$ cat src/hdl/gpcm_pkg.sv
// Shared types, constants and decode tables of the grouped PCM unpacker.
package gpcm_pkg;

  // Field and state widths
  localparam int unsigned AccW   = 23;  // chunk accumulator
  localparam int unsigned BitsW  = 5;   // bits collected in a chunk
  localparam int unsigned PosW   = 6;   // run position and output position
  localparam int unsigned LevW   = 6;   // level count
  localparam int unsigned OffW   = 4;   // value offset
  localparam int unsigned ModeW  = 2;   // target mode
  localparam int unsigned ValW   = 7;   // signed output value
  localparam int unsigned GlenW  = 3;   // values in one group, up to 6
  localparam int unsigned CfgW   = 6;   // config write data
  localparam int unsigned CfgIdxW = 2;  // config register index
  localparam int unsigned DivCntW = $clog2(AccW);

  localparam int unsigned MaxValuesDefault = 56;

  // Stream widths
  localparam int unsigned InDataW  = 8;
  localparam int unsigned OutDataW = 16;
  localparam int unsigned OutUserW = 2;

  // Register reset values
  localparam logic [LevW-1:0]  LevReset  = LevW'(3);
  localparam logic [OffW-1:0]  OffReset  = '0;
  localparam logic [PosW-1:0]  TotReset  = PosW'(1);
  localparam logic [ModeW-1:0] ModeReset = '0;

  typedef enum logic [CfgIdxW-1:0] {
    REG_LEVELS = 2'd0,
    REG_OFFSET = 2'd1,
    REG_TOTAL  = 2'd2,
    REG_MODE   = 2'd3
  } reg_e;

  typedef enum logic [ModeW-1:0] {
    MODE_SINGLE = 2'd0,
    MODE_PAIR   = 2'd1,
    MODE_SECOND = 2'd2
  } mode_e;

  typedef enum logic [2:0] {
    S_IDLE,
    S_START,
    S_WAIT,
    S_PUSH,
    S_BAD
  } state_e;

  // Decoded configuration handed to the control path
  typedef struct packed {
    logic [LevW-1:0]  lv;
    logic [OffW-1:0]  offset;
    logic [PosW-1:0]  tot;     // run length clamped to 1..MAX_VALUES
    logic [ModeW-1:0] mode;
    logic [GlenW-1:0] mg;      // group length, zero when unsupported
  } cfg_t;

  // Result of one serial division
  typedef struct packed {
    logic            done;
    logic [AccW-1:0] quotient;
    logic [LevW-1:0] remainder;
  } div_res_t;

  // Values per group for each supported level count
  function automatic logic [GlenW-1:0] group_max(input logic [LevW-1:0] lv);
    logic [GlenW-1:0] g;
    case (lv)
      6'd3:                         g = 3'd5;
      6'd7:                         g = 3'd6;
      6'd11:                        g = 3'd2;
      6'd13, 6'd19, 6'd51:          g = 3'd4;
      6'd25:                        g = 3'd3;
      6'd4, 6'd8, 6'd15, 6'd16,
      6'd26, 6'd31:                 g = 3'd1;
      default:                      g = 3'd0;
    endcase
    return g;
  endfunction

  // Chunk size in bits: ceil(log2(lv**glen))
  function automatic logic [BitsW-1:0] chunk_bits(input logic [LevW-1:0]  lv,
                                                  input logic [GlenW-1:0] glen);
    logic [BitsW-1:0] b;
    b = 5'd0;
    case (lv)
      6'd3: begin
        case (glen)
          3'd1: b = 5'd2;
          3'd2: b = 5'd4;
          3'd3: b = 5'd5;
          3'd4: b = 5'd7;
          3'd5: b = 5'd8;
          default: b = 5'd0;
        endcase
      end
      6'd7: begin
        case (glen)
          3'd1: b = 5'd3;
          3'd2: b = 5'd6;
          3'd3: b = 5'd9;
          3'd4: b = 5'd12;
          3'd5: b = 5'd15;
          3'd6: b = 5'd17;
          default: b = 5'd0;
        endcase
      end
      6'd11: begin
        case (glen)
          3'd1: b = 5'd4;
          3'd2: b = 5'd7;
          default: b = 5'd0;
        endcase
      end
      6'd13: begin
        case (glen)
          3'd1: b = 5'd4;
          3'd2: b = 5'd8;
          3'd3: b = 5'd12;
          3'd4: b = 5'd15;
          default: b = 5'd0;
        endcase
      end
      6'd19: begin
        case (glen)
          3'd1: b = 5'd5;
          3'd2: b = 5'd9;
          3'd3: b = 5'd13;
          3'd4: b = 5'd17;
          default: b = 5'd0;
        endcase
      end
      6'd51: begin
        case (glen)
          3'd1: b = 5'd6;
          3'd2: b = 5'd12;
          3'd3: b = 5'd18;
          3'd4: b = 5'd23;
          default: b = 5'd0;
        endcase
      end
      6'd25: begin
        case (glen)
          3'd1: b = 5'd5;
          3'd2: b = 5'd10;
          3'd3: b = 5'd14;
          default: b = 5'd0;
        endcase
      end
      6'd4:         b = 5'd2;
      6'd8:         b = 5'd3;
      6'd15, 6'd16: b = 5'd4;
      6'd26, 6'd31: b = 5'd5;
      default:      b = 5'd0;
    endcase
    return b;
  endfunction

endpackage

$ cat src/hdl/gpcm_cfg.sv
// Configuration registers and their decode for the grouped PCM unpacker.
module gpcm_cfg
  import gpcm_pkg::*;
#(
  parameter int unsigned MAX_VALUES = MaxValuesDefault
) (
  input  logic               clk_i,
  input  logic               rst_ni,
  input  logic               cfg_we_i,
  input  logic [CfgIdxW-1:0] cfg_idx_i,
  input  logic [CfgW-1:0]    cfg_data_i,
  output cfg_t               cfg_o
);

  localparam logic [PosW:0] MaxCmp = (PosW+1)'(MAX_VALUES);

  logic [LevW-1:0]  lv_q;
  logic [OffW-1:0]  off_q;
  logic [PosW-1:0]  tot_q;
  logic [ModeW-1:0] mode_q;
  logic [PosW-1:0]  tot_eff;

  // Write registers by index
  always_ff @(posedge clk_i or negedge rst_ni) begin
    if (!rst_ni) begin
      lv_q   <= LevReset;
      off_q  <= OffReset;
      tot_q  <= TotReset;
      mode_q <= ModeReset;
    end else if (cfg_we_i) begin
      case (reg_e'(cfg_idx_i))
        REG_LEVELS: lv_q   <= cfg_data_i[LevW-1:0];
        REG_OFFSET: off_q  <= cfg_data_i[OffW-1:0];
        REG_TOTAL:  tot_q  <= cfg_data_i[PosW-1:0];
        REG_MODE:   mode_q <= cfg_data_i[ModeW-1:0];
        default: ;
      endcase
    end
  end

  // Clamp run length to 1..MAX_VALUES
  always_comb begin
    if (tot_q == '0) begin
      tot_eff = PosW'(1);
    end else if ({1'b0, tot_q} > MaxCmp) begin
      tot_eff = MaxCmp[PosW-1:0];
    end else begin
      tot_eff = tot_q;
    end
  end

  assign cfg_o.lv     = lv_q;
  assign cfg_o.offset = off_q;
  assign cfg_o.tot    = tot_eff;
  assign cfg_o.mode   = mode_q;
  assign cfg_o.mg     = group_max(lv_q);

endmodule

$ cat src/hdl/gpcm_divider.sv
// Bit-serial restoring divider: one quotient bit per cycle.
module gpcm_divider
  import gpcm_pkg::*;
(
  input  logic            clk_i,
  input  logic            rst_ni,
  input  logic            start_i,
  input  logic [AccW-1:0] dividend_i,
  input  logic [LevW-1:0] divisor_i,
  output div_res_t        res_o
);

  logic [AccW-1:0]    quo_q;
  logic [LevW-1:0]    rem_q;
  logic [DivCntW-1:0] cnt_q;
  logic               busy_q;
  logic               done_q;
  logic [LevW:0]      trial;
  logic               fits;

  // Trial subtract with the next dividend bit
  assign trial = {rem_q, quo_q[AccW-1]};
  assign fits  = trial >= {1'b0, divisor_i};

  // Control
  always_ff @(posedge clk_i or negedge rst_ni) begin
    if (!rst_ni) begin
      busy_q <= 1'b0;
      done_q <= 1'b0;
      cnt_q  <= '0;
    end else if (start_i) begin
      busy_q <= 1'b1;
      done_q <= 1'b0;
      cnt_q  <= DivCntW'(AccW - 1);
    end else if (busy_q) begin
      cnt_q <= cnt_q - DivCntW'(1);
      if (cnt_q == '0) begin
        busy_q <= 1'b0;
        done_q <= 1'b1;
      end
    end else begin
      done_q <= 1'b0;
    end
  end

  // Shift dividend out and quotient bits in; hold when idle
  always_ff @(posedge clk_i) begin
    if (start_i) begin
      quo_q <= dividend_i;
      rem_q <= '0;
    end else if (busy_q) begin
      quo_q <= {quo_q[AccW-2:0], fits};
      rem_q <= fits ? LevW'(trial - {1'b0, divisor_i}) : trial[LevW-1:0];
    end
  end

  assign res_o.done      = done_q;
  assign res_o.quotient  = quo_q;
  assign res_o.remainder = rem_q;

endmodule

$ cat src/hdl/grouped_pcm_unpack.sv
// Each input item is one bitstream bit; a bit that does not close a chunk leaves input ready.
// A bit that closes a chunk of N values holds input off while the chunk is split: each value
// is one pass of the bit-serial divider plus its start (S_START) and hand-off (S_PUSH) states.
// An unsupported level count yields one flagged result per bit, through the S_BAD state.
// Output items wait in an output register so the next division runs meanwhile.
// Reset (async, active low) clears chunk state and restores register defaults.
module grouped_pcm_unpack
  import gpcm_pkg::*;
#(
  parameter int unsigned MAX_VALUES = MaxValuesDefault
) (
  input  logic                clk_i,
  input  logic                rst_ni,
  // configuration
  input  logic                cfg_we_i,
  input  logic [CfgIdxW-1:0]  cfg_idx_i,
  input  logic [CfgW-1:0]     cfg_data_i,
  // input stream
  input  logic                s_axis_tvalid,
  output logic                s_axis_tready,
  input  logic [InDataW-1:0]  s_axis_tdata,   // [0] bit_in
  // output stream
  output logic                m_axis_tvalid,
  input  logic                m_axis_tready,
  output logic [OutDataW-1:0] m_axis_tdata,   // [6:0] value, [7] channel, [13:8] position
  output logic                m_axis_tlast,   // run_last
  output logic [OutUserW-1:0] m_axis_tuser    // [0] group_last, [1] bad_config
);

  cfg_t     cfg;
  div_res_t div_res;
  state_e   state_q, state_d;

  logic [AccW-1:0]  acc_q, pcm_q, acc_nxt;
  logic [BitsW-1:0] bits_q, bits_nxt, size;
  logic [PosW-1:0]  rp_q, rp_eff, room, idx_q;
  logic [PosW:0]    end_sum;
  logic [GlenW-1:0] glen, left_q;
  logic             final_q, is_final, chunk_done;
  logic             s_fire, out_free, div_start;
  logic             take_bit, load_out;

  logic             out_valid_q;
  logic [ValW-1:0]  out_val_q;
  logic             out_ch_q, out_glast_q, out_rlast_q, out_bad_q;
  logic [PosW-1:0]  out_pos_q;
  logic             ch_nxt;
  logic [PosW-1:0]  pos_nxt;

  gpcm_cfg #(
    .MAX_VALUES(MAX_VALUES)
  ) u_cfg (
    .clk_i      (clk_i),
    .rst_ni     (rst_ni),
    .cfg_we_i   (cfg_we_i),
    .cfg_idx_i  (cfg_idx_i),
    .cfg_data_i (cfg_data_i),
    .cfg_o      (cfg)
  );

  gpcm_divider u_div (
    .clk_i      (clk_i),
    .rst_ni     (rst_ni),
    .start_i    (div_start),
    .dividend_i (pcm_q),
    .divisor_i  (cfg.lv),
    .res_o      (div_res)
  );

  assign s_axis_tready = (state_q == S_IDLE);
  assign s_fire        = s_axis_tvalid && s_axis_tready;
  assign out_free      = !out_valid_q || m_axis_tready;

  // Group geometry for the incoming bit
  assign rp_eff   = (rp_q >= cfg.tot) ? '0 : rp_q;
  assign room     = cfg.tot - rp_eff;
  assign glen     = (room > PosW'(cfg.mg)) ? cfg.mg : room[GlenW-1:0];
  assign size     = chunk_bits(cfg.lv, glen);
  assign acc_nxt  = {acc_q[AccW-2:0], s_axis_tdata[0]};
  assign bits_nxt = bits_q + BitsW'(1);
  assign chunk_done = bits_nxt >= size;
  assign end_sum  = {1'b0, rp_eff} + (PosW+1)'(glen);
  assign is_final = end_sum >= {1'b0, cfg.tot};

  // Next state and strobes
  always_comb begin
    state_d   = state_q;
    div_start = 1'b0;
    take_bit  = 1'b0;
    load_out  = 1'b0;
    case (state_q)
      S_IDLE: begin
        if (s_fire) begin
          take_bit = 1'b1;
          if (cfg.mg == '0) begin
            state_d = S_BAD;
          end else if (chunk_done) begin
            state_d = S_START;
          end
        end
      end
      S_START: begin
        div_start = 1'b1;
        state_d   = S_WAIT;
      end
      S_WAIT: begin
        if (div_res.done) begin
          state_d = S_PUSH;
        end
      end
      S_PUSH: begin
        if (out_free) begin
          load_out = 1'b1;
          state_d  = (left_q == GlenW'(1)) ? S_IDLE : S_START;
        end
      end
      S_BAD: begin
        if (out_free) begin
          load_out = 1'b1;
          state_d  = S_IDLE;
        end
      end
      default: state_d = S_IDLE;
    endcase
  end

  always_ff @(posedge clk_i or negedge rst_ni) begin
    if (!rst_ni) begin
      state_q <= S_IDLE;
    end else begin
      state_q <= state_d;
    end
  end

  // Chunk collection state
  always_ff @(posedge clk_i or negedge rst_ni) begin
    if (!rst_ni) begin
      acc_q  <= '0;
      bits_q <= '0;
      rp_q   <= '0;
    end else if (take_bit) begin
      if (cfg.mg == '0) begin
        acc_q  <= '0;
        bits_q <= '0;
        rp_q   <= '0;
      end else if (chunk_done) begin
        acc_q  <= '0;
        bits_q <= '0;
        rp_q   <= is_final ? '0 : end_sum[PosW-1:0];
      end else begin
        acc_q  <= acc_nxt;
        bits_q <= bits_nxt;
        rp_q   <= rp_eff;
      end
    end
  end

  // Digit split bookkeeping: last index first
  always_ff @(posedge clk_i) begin
    if (take_bit && chunk_done) begin
      pcm_q   <= acc_nxt;
      left_q  <= glen;
      idx_q   <= PosW'(end_sum - (PosW+1)'(1));
      final_q <= is_final;
    end else if (load_out && state_q == S_PUSH) begin
      pcm_q  <= div_res.quotient;
      left_q <= left_q - GlenW'(1);
      idx_q  <= idx_q - PosW'(1);
    end
  end

  // Place the value in its destination array
  always_comb begin
    case (mode_e'(cfg.mode))
      MODE_PAIR: begin
        ch_nxt  = idx_q[0];
        pos_nxt = idx_q >> 1;
      end
      MODE_SECOND: begin
        ch_nxt  = 1'b1;
        pos_nxt = idx_q;
      end
      default: begin
        ch_nxt  = 1'b0;
        pos_nxt = idx_q;
      end
    endcase
  end

  // Output register
  always_ff @(posedge clk_i or negedge rst_ni) begin
    if (!rst_ni) begin
      out_valid_q <= 1'b0;
    end else if (load_out) begin
      out_valid_q <= 1'b1;
    end else if (m_axis_tready) begin
      out_valid_q <= 1'b0;
    end
  end

  always_ff @(posedge clk_i) begin
    if (load_out) begin
      if (state_q == S_BAD) begin
        out_val_q   <= '0;
        out_ch_q    <= 1'b0;
        out_pos_q   <= '0;
        out_glast_q <= 1'b0;
        out_rlast_q <= 1'b0;
        out_bad_q   <= 1'b1;
      end else begin
        out_val_q   <= ValW'(div_res.remainder) - ValW'(cfg.offset);
        out_ch_q    <= ch_nxt;
        out_pos_q   <= pos_nxt;
        out_glast_q <= (left_q == GlenW'(1));
        out_rlast_q <= (left_q == GlenW'(1)) && final_q;
        out_bad_q   <= 1'b0;
      end
    end
  end

  assign m_axis_tvalid = out_valid_q;
  assign m_axis_tdata  = {2'b00, out_pos_q, out_ch_q, out_val_q};
  assign m_axis_tlast  = out_rlast_q;
  assign m_axis_tuser  = {out_bad_q, out_glast_q};

endmodule

$ cat config.mk
export PLATFORM = sky130hd
export DESIGN_NAME = grouped_pcm_unpack
export DESIGN_NICKNAME = d
export VERILOG_FILES = /design/src/hdl/gpcm_pkg.sv /design/src/hdl/gpcm_cfg.sv /design/src/hdl/gpcm_divider.sv /design/src/hdl/grouped_pcm_unpack.sv
export SDC_FILE = /design/constraint.sdc
export NUM_CORES = 1
export LEC_CHECK = 0
export BUFFER_PORTS_ARGS = -buffer_cell sky130_fd_sc_hd__buf_2
export CAP_MARGIN = 5
export CORE_MARGIN = 10
export CORE_UTILIZATION = 45
export CTS_CLUSTER_SIZE = 16
export DETAILED_ROUTE_END_ITERATION = 16
export PLACE_DENSITY = 0.7
export SYNTH_ARGS = -nofsm -noshare
export SYNTH_HDL_FRONTEND = slang
export SYNTH_SLANG_ARGS = --single-unit
$ cat constraint.sdc
create_clock -name clk_i -period 8.3 [get_ports clk_i]
set_input_delay 2.075 -clock clk_i [delete_from_list [all_inputs] [get_ports clk_i]]
set_output_delay 2.075 -clock clk_i [all_outputs]
set_load 0.01 [all_outputs]
# Word-level counts from Yosys, hierarchy flattened
# Memories as Yosys holds them, arrays and structs flattened.
# Index checks and enable logic that the tools add are counted.
# classes
addsub,9
n_lt_le_gt_ge,6
n_eq_ne,35
muxes,54
n_reduce_logical,23
# op_table
cell,n
$mux W23,4
$pmux W5 S11,1
$mux W6,9
$mux W22,2
$pmux W5 S4,2
$eq A6 B5 Y1 const B,5
$pmux W5 S6,1
$mux W3,9
$mux W5,5
$eq A6 B4 Y1 const B,4
$pmux W4 S5,1
$pmux W4 S4,1
$mux W1,15
$pmux W3 S5,1
$ge A7 B6 Y1,2
$eq A3 B2 Y1 const B,4
$eq A3 B3 Y1 const B,4
$eq A6 B3 Y1 const B,2
$pmux W4 S3,1
$sub A6 B1 Y6 const B,2
$sub A6 B6 Y6,2
$eq A3 B1 Y1 const B,3
$reduce_and A2 Y1,4
$reduce_or A2 Y1,4
other kinds (28),39
# totals
regBits,141
romBits,192
word_cells,153
memories,1
# memory_table
memory,depth,word_bits,read_ports,rd_ports_with_merged_regs,wr,line_no,text
(no name shown),64,3,1,0,0,gpcm_pkg.sv:70,case (lv)

# Depth between registers and ports, before layout
# Gate-level depths: netlist of run 1.
# depth
depth_word,16
ltp_mapped,39
ltp_nobuf,35

# Cells and area by module
# A second synthesis of run 1 with hierarchy kept.
# hier_totals
cells_unflattened,812
hier_area_um2,8524.4
# by_module_without_submodules
module,n_inst,cells_per_inst,area_each_um2
grouped_pcm_unpack,1,583,5726.7
gpcm_divider,1,154,1876.8
gpcm_cfg,1,75,920.9

# Least setup slack after synthesis of run 1
# OpenSTA, ideal clock, no wires.
# synth_timing
path_type,register -> register
from,register u_cfg.tot_q[4]
to,register idx_q[0] (enable)
setup_time_ns,0.433
arrival_time_ns,7.324
setup_slack_ns,0.543
stages_incl_launch_ff,33
path_buffers,2
synth_period_minus_slack_ns,7.757
cell_sequence,dfrtp_1 -> clkbuf_2 -> nor4_1 -> nor2_1 -> o21ai_0 -> ha_1 -> nand2b_1 -> a21oi_2 -> o21ai_0 -> nor2_1 -> ha_1 -> fa_1 -> xor2_1 -> inv_2 -> ha_1 -> o21a_1 -> o21ai_0 -> nand2_1 -> nor4b_2 -> buf_4 -> mux2i_1 -> inv_1 -> ha_1 -> a32o_1 -> a21oi_1 -> o21ai_0 -> a21oi_1 -> ha_1 -> a21o_1 -> a21o_1 -> a21o_1 -> a21oi_1 -> o22ai_1
# synth_via
elab_chain_cells,14
elab_cells_between_ends,26
cone_classes,add/sub (1); order compare (4); eq/ne (6); mux (12); reduce/logical (3)
# synth_lines
element,line_no,text
from (decl),gpcm_cfg.sv:19,logic [PosW-1:0] tot_q;
from (signal assigned),gpcm_cfg.sv:28,tot_q <= TotReset;
from (signal assigned),gpcm_cfg.sv:34,REG_TOTAL: tot_q <= cfg_data_i[PosW-1:0];
$gt A6 B6 Y1,gpcm_cfg.sv:45,"end else if ({1'b0, tot_q} > MaxCmp) begin"
$mux W6,gpcm_cfg.sv:45,
$mux W6 *,gpcm_cfg.sv:43,if (tot_q == '0) begin
$ge A6 B6 Y1,grouped_pcm_unpack.sv:75,assign rp_eff = (rp_q >= cfg.tot) ? '0 : rp_q;
$mux W6,grouped_pcm_unpack.sv:75,
$sub A6 B6 Y6 *,grouped_pcm_unpack.sv:76,assign room = cfg.tot - rp_eff;
$gt A6 B3 Y1,grouped_pcm_unpack.sv:77,assign glen = (room > PosW'(cfg.mg)) ? cfg.mg : room[GlenW-1:0];
$mux W3 *,grouped_pcm_unpack.sv:77,
$eq A3 B3 Y1 (tied with other cells),gpcm_pkg.sv:100,case (glen)
$pmux W5 S6 (tied with other cells),gpcm_pkg.sv:100,
$pmux W5 S11 *,gpcm_pkg.sv:88,case (lv)
$ge A5 B5 Y1 *,grouped_pcm_unpack.sv:81,assign chunk_done = bits_nxt >= size;
$logic_and A1 B1 Y1 *,grouped_pcm_unpack.sv:160,if (take_bit && chunk_done) begin
$reduce_bool A2 Y1 (no line) *,--,
to (signal assigned),grouped_pcm_unpack.sv:163,idx_q <= PosW'(end_sum - (PosW+1)'(1));
to (signal assigned),grouped_pcm_unpack.sv:168,idx_q <= idx_q - PosW'(1);
to (decl),grouped_pcm_unpack.sv:36,"logic [PosW-1:0] rp_q, rp_eff, room, idx_q;"
# Every way passes the cells marked *; elsewhere a longest branch is shown, timed or not.
# A chain may end at the register's enable or synchronous reset.

# Worst setup path in the final report of run 1
# layout_timing
from,register u_cfg.tot_q[5]
to,register idx_q[4] (data pin)
# layout_via
elab_chain_cells,14
elab_cells_between_ends,28
cone_classes,add/sub (3); order compare (4); eq/ne (6); mux (13); reduce/logical (2)
# layout_lines
element,line_no
$gt A6 B6 Y1,gpcm_cfg.sv:45
$mux W6,gpcm_cfg.sv:45
$mux W6 *,gpcm_cfg.sv:43
$ge A6 B6 Y1,grouped_pcm_unpack.sv:75
$mux W6,grouped_pcm_unpack.sv:75
$sub A6 B6 Y6,grouped_pcm_unpack.sv:76
$gt A6 B3 Y1,grouped_pcm_unpack.sv:77
$mux W3,grouped_pcm_unpack.sv:77
$eq A3 B3 Y1 (tied with other cells),gpcm_pkg.sv:100
$pmux W5 S6 (tied with other cells),gpcm_pkg.sv:100
$pmux W5 S11,gpcm_pkg.sv:88
$ge A5 B5 Y1,grouped_pcm_unpack.sv:81
$logic_and A1 B1 Y1,grouped_pcm_unpack.sv:160
$mux W6 *,grouped_pcm_unpack.sv:160
# Marks and branches as above.

==> reports/results.txt, run 1 <==
Initial antenna violation count - 1
GPL Wtd Cong - 0.8988
Total Routing Usage GR - 15.67%
# IOs - 42
Clock root buffer master - clkbuf_16
1st-iter DRT viols - 453
Most common cell on crit path - ha_1
Wire per inst - 16.75 um
Switch share - 29.08%
Count leader, synth - nand2_1
P_sw - 0.5513 mW
Fin crit share - 93.63%
Fmax - 0.1287 GHz
CP Max Fanout - 6
Hold WC Path Type - reg -> reg
Diodes inserted - 0
CP Capture Type - flop
DP HPWL - 13.27 mm
Synth area leaders - edfxtp_1 27%, dfrtp_1 18%, nand2_1 7.7%
Die Ht - 155.3 um
Biggest area consumer among synthesized cells - edfxtp_1
Flop pwr share - 40.9%
Hold WS - 0.4890 ns
Worst slew pin tran - 0.8265 ns
CTS tree - built
Buf/Inv on CP - 3
Area grow syn2layout - 12.75%
DRT Pass-1 Iters - 5
Synth Register Bits - 141
Post-Syn Area - 0.008235 sq mm
Post-synthesis instance total - 853
Sinks on Clock Net - 141
Max_cap viols - 0
Filler Cells Inserted - 1597
Clk pwr share - 39.7%
Peak supply drop - 0.2068 mV
Vias per inst - 5.512
Internal power - 1.345 mW
Data required time of the worst path - 8.48 ns
CTS max path bufs - 2
Synth cell count leaders - 169 x nand2_1, 73 x edfxtp_1, 62 x nor2_1, 62 x o21ai_0, 59 x dfrtp_1
Die Area - 0.02411 sq mm
Share of cells above drive strength 1 - 14.91%
Final Skew - 0.006421 ns
Gate power share - 19.4%
Outcome - finished, final reports clean
Final wirelength - 18.89 mm
Slew HR - 44.78%
DR vias - 6217
First-pass GRT wire length - 30.72 mm
Top cell type's share of synthesized area - 26.62%
Seq/Total Area, Yosys - 46.96%
Row cnt - 49
Synth async-reset ratio - 43.97%
Synth cell types - 64
Worst-path clk slew - 0.06 ns
Post-DRT Antenna Nets - 0
Ys Warns - 0
Final setup viols - 0
Startpoint types - flop
Max Slew Vio Count - 0
Layout Nets - 961
Clk_lat worst skew - 0.43 ns
Htree depth - 4
Overflow left after global routing - 0
Minimum clock period after layout - 7.771 ns
Core Area - 0.01796 sq mm
Slowest cell on crit path - fa_1
Synth Flop Type - edfxtp_1
Unrepaired setup endpoints after global routing - no
Port Buffers - 32
Clock buffer count from CTS - 17
PwrDens - 204.2 mW/mm^2
CP arrival - 7.95 ns
Die Wd - 155.3 um
Hold Fails Final Rpt - 0
Pin count of the biggest net entering global routing - 63
Placement Setup Slack - 0.4022 ns
DRC - 0
Worst setup margin - 0.5290 ns
Initial core utilization - 45.85%
P_leak - 3.917 nW
Largest delay share family, worst path - compound AO/OA/AOI/OAI gates
Hold-fix buffers, CTS - 0
Crit path largest cell delay - 0.45 ns
Number of enable flip-flop cells after synthesis - 73
Final setup TNS - 0 ns
Syn Area/Cell - 9.655 sq um
Vias in the first global route - 5954
Setup Crit Path Kind - reg -> reg
state kept, by name (all words and copies together), names as in the netlist, 6 cells and up:
name / flops
idx_q: 6
u_cfg.lv_q: 6
pcm_q: 23
u_div.rem_q: 6
rp_q: 6
out_val_q: 7
acc_q: 22
u_cfg.tot_q: 6
u_div.quo_q: 23
out_pos_q: 6
logic make-up (layout without fill, tap and decap cells):
logic type,Yosys count,after routing,share of synthesized area (%)
flops,141,141,46.96
xor+xnor,26,26,2.765
buf+inv,90,135,4.451
other cells,1,2,0.04554
fa+ha+maj,54,54,8.569
compound gates,161,161,12.12
simple gates,322,322,17.49
mux,58,58,7.596
stage by stage:
| stage | std cells | util (%) | instance area, sq um | power [mW] |
|---|---|---|---|---|
| 4_1_cts | 1128 | 51.69 | 9285 | 1.901 |
| 2_1_floorplan | 854 | - | 8239 | 1.041 |
| 3_3_place_gp | 1096 | 48.42 | 8697 | 1.148 |
| 6_report | 1128 | 51.69 | 9285 | 1.896 |
| 3_5_place_dp | 1096 | 48.42 | 8697 | 1.154 |
| 5_1_grt | 1128 | 51.69 | 9285 | 1.981 |
power groups by stage:
stage	combinational, mW	sequential, mW	clock (mW)
after floorplan	0.267	0.775	0
after global placement	0.359	0.789	0
after detailed placement	0.365	0.789	0
after CTS	0.368	0.776	0.758
after global routing	0.410	0.778	0.792
final	0.367	0.776	0.753
final timing paths:
kind                                       startpoint                          to  slack [ns]  depth (start not counted)
hold reg to reg                 acc_q[21]$_DFFE_PN0P_       acc_q[21]$_DFFE_PN0P_        0.49                          2
setup reg to reg           u_cfg.tot_q[5]$_DFFE_PN0P_          idx_q[4]$_DFFE_PP_        0.53                         35
hold / removal                  acc_q[21]$_DFFE_PN0P_       acc_q[21]$_DFFE_PN0P_        0.49                          2
max in group asynchronous                      rst_ni         rp_q[1]$_DFFE_PN0P_        5.94                          2
min in group asynchronous                      rst_ni  u_div.cnt_q[3]$_DFFE_PN0P_        1.81                          2
setup / recovery           u_cfg.tot_q[5]$_DFFE_PN0P_          idx_q[4]$_DFFE_PP_        0.53                         35
timing repair:
| action | 4_1_cts | 5_1_grt |
|---|---|---|
| buffers inserted | 0 | 0 |
| gates resized for setup | 0 | 1 |
| endpoints found under the hold margin | 0 | 0 |
| endpoints found under the setup margin | 0 | 31 |
worst min-delay path, delay by kind of cell, from the launching register on:
family | cells | cell delay (ns)
simple gates | 1 | 0.05
compound gates | 1 | 0.06
flops | 1 | 0.34
area by class of cell:
cell class	count	area, sq um	area share (%)
clock buffer	21	481.7	5.188
clock inverter	11	106.4	1.145
inverter	50	187.7	2.021
multi-input combinational	623	4038	43.48
sequential	141	3867	41.65
tap	229	286.5	3.086
timing repair buffer	53	317.8	3.423
layout by cell type, fill, tap and decap left out, types with 21 or more instances in the layout:
cell type and n:
a21oi_1 33, buf_2 32, buf_4 21, dfrtp_1 59
edfxtp_1 73, ha_1 50, inv_1 48, mux2_2 36
mux2i_1 22, nand2_1 169, nor2_1 60, o21ai_0 61
metal layers:
metal	wire, um	track usage (%)	share of wire, %	vias to the layer above
met5	12	0	0.064	-
met4	189	4.724	1.0	2
met3	1082	4.025	5.7	18
met2	8578	23.96	45	160
met1	9030	21.35	48	2990
li1	-	-	-	3047
Power figures use the tool's default switching activity.
==> inputs of run 2 (changes only) <==
==> constraint.sdc (replaced) <==
create_clock -name clk_i -period 8.3 [get_ports clk_i]
set_input_delay 0.83 -clock clk_i [delete_from_list [all_inputs] [get_ports clk_i]]
set_output_delay 0.83 -clock clk_i [all_outputs]
set_load 0.01 [all_outputs]
==> run 2 against run 1 <==
Flip-flop and latch count stayed put. Die area stayed put. Worst setup slack better by 0.10 ns. Via count is 0.42% higher. Routed wire length is 0.26% higher. First-iteration DRC count is 3.3% higher. Register-to-register slack better by 0.10 ns. Non-clock buffer count is 2 lower. Critical endpoint unchanged. Largest cell class unchanged.
==> reports/results.txt, run 2 (synthesized netlist as in run 1, its figures left out) <==
CP Max Fanout - 23
Unrepaired setup endpoints after global routing - no
CP Capture Type - flop
# IOs - 42
Setup Crit Path Kind - reg -> reg
P_leak - 3.876 nW
Share of cells above drive strength 1 - 13.82%
Filler Cells Inserted - 1630
Total Routing Usage GR - 15.86%
Outcome - finished, final reports clean
Hold Fails Final Rpt - 0
Die Ht - 155.3 um
Final wirelength - 18.94 mm
Max_cap viols - 0
Max Slew Vio Count - 0
Final setup TNS - 0 ns
Die Area - 0.02411 sq mm
Top Registers - pcm_q x23, u_div.quo_q x23, acc_q x22
1st-iter DRT viols - 468
Buf/Inv on CP - 4
Wire per inst - 16.82 um
Hold path depth - 2
Min-Delay Startpoint - acc_q[21]$_DFFE_PN0P_
Pin count of the biggest net entering global routing - 63
PwrDens - 199.4 mW/mm^2
Fmax - 0.1304 GHz
Final setup viols - 0
First-pass GRT wire length - 31.13 mm
Slowest cell on crit path - fa_1
Vias in the first global route - 6067
Clock root buffer master - clkbuf_16
Data required time of the worst path - 8.47 ns
GPL Wtd Cong - 0.9145
Clk_lat worst skew - 0.42 ns
Placed Instance Area - 0.008682 sq mm
Htree depth - 4
Vias per inst - 5.544
Row cnt - 49
Initial antenna violation count - 1
Diodes inserted - 0
Area grow syn2layout - 11.85%
R2R depth - 34
Largest delay share family, worst path - compound AO/OA/AOI/OAI gates
Post-CTS Setup Repair Bufs - 0
Peak supply drop - 0.1846 mV
Worst slew pin tran - 0.8467 ns
Worst-path clk slew - 0.06 ns
Layout Nets - 959
Minimum clock period after layout - 7.668 ns
Fin crit share - 92.39%
Post-DRT Antenna Nets - 0
Overflow left after global routing - 0
Sinks on Clock Net - 141
DRT Pass-1 Iters - 5
Clock buffer count from CTS - 17
Critical Path Start - u_cfg.tot_q[5]$_DFFE_PN0P_
Port Buffers - 32
Most common cell on crit path - ha_1
Slew HR - 43.55%
RR Startpoint - u_cfg.tot_q[5]$_DFFE_PN0P_
Initial core utilization - 45.85%
Hold-fix buffers, CTS - 0
CTS tree - built
Die Wd - 155.3 um
Crit path largest cell delay - 0.44 ns
Post-CTS sizing - 0
CTS max path bufs - 2
DP HPWL - 13.19 mm
Startpoint types - flop
Most frequent cells in the layout - 169 x nand2_1, 73 x edfxtp_1, 60 x o21ai_0, 60 x nor2_1, 59 x dfrtp_1
DRC - 0
Final Instance Area - 0.009211 sq mm
CP arrival - 7.84 ns
Critical Path Stages - 34
Total power - 1.837 mW
Core Area - 0.01796 sq mm
Final Skew - 0.004352 ns
Most common cell after layout, fill and taps aside - nand2_1
DR vias - 6243
Hold WC Path Type - reg -> reg
## run 2: cell type report
cell class / instances / area (sq um) / share of cell area [%]
sequential: 141 / 3867 / 41.99
inverter: 50 / 187.7 / 2.037
tap: 229 / 286.5 / 3.111
clock buffer: 24 / 461.7 / 5.012
multi-input combinational: 623 / 4038 / 43.83
clock inverter: 8 / 67.56 / 0.7335
timing repair buffer: 51 / 302.8 / 3.287
## run 2: stage by stage
stage	utilization, %	hold slack [ns]	setup slack [ns]	std cells
2_1_floorplan	-	0.4497	0.5429	854
3_3_place_gp	48.33	0.4685	0.4458	1094
3_5_place_dp	48.33	0.4773	0.3891	1094
4_1_cts	51.28	0.4900	0.3617	1126
5_1_grt	51.28	0.5140	0.009297	1126
6_report	51.28	0.4908	0.6317	1126
## run 2: per-layer routing
| layer | track usage, % | up-vias | share of wire, % | wire [um] |
|---|---|---|---|---|
| met2 | 24.14 | 164 | 45 | 8616 |
| li1 | - | 3040 | - | - |
| met1 | 21.20 | 3002 | 47 | 8836 |
| met4 | 6.462 | 2 | 1.7 | 317 |
| met5 | 0 | - | 0.048 | 9 |
| met3 | 3.860 | 35 | 6.1 | 1162 |
## run 2: final timing paths
path / to / slack, ns
min in group asynchronous: acc_q[16]$_DFFE_PN0P_ / 0.58
worst min-delay path: acc_q[21]$_DFFE_PN0P_ / 0.49
worst max-delay path: idx_q[4]$_DFFE_PP_ / 0.63
worst max register to register: idx_q[4]$_DFFE_PP_ / 0.63
max in group asynchronous: u_div.cnt_q[0]$_DFFE_PN0P_ / 7.16
worst min register to register: acc_q[21]$_DFFE_PN0P_ / 0.49
## run 2: power by group
part / total (mW) / switching (mW) / internal (mW)
clock network: 0.697 / 0.281 / 0.416
logic: 0.364 / 0.222 / 0.142
registers: 0.776 / 0.0242 / 0.752
## run 2: tightest hold or removal path: cells and delay by family, from the launching register on
family,cells,cell delay (ns)
flip-flops,1,0.34
AO/OA/AOI/OAI,1,0.07
AND/OR/NAND/NOR,1,0.05
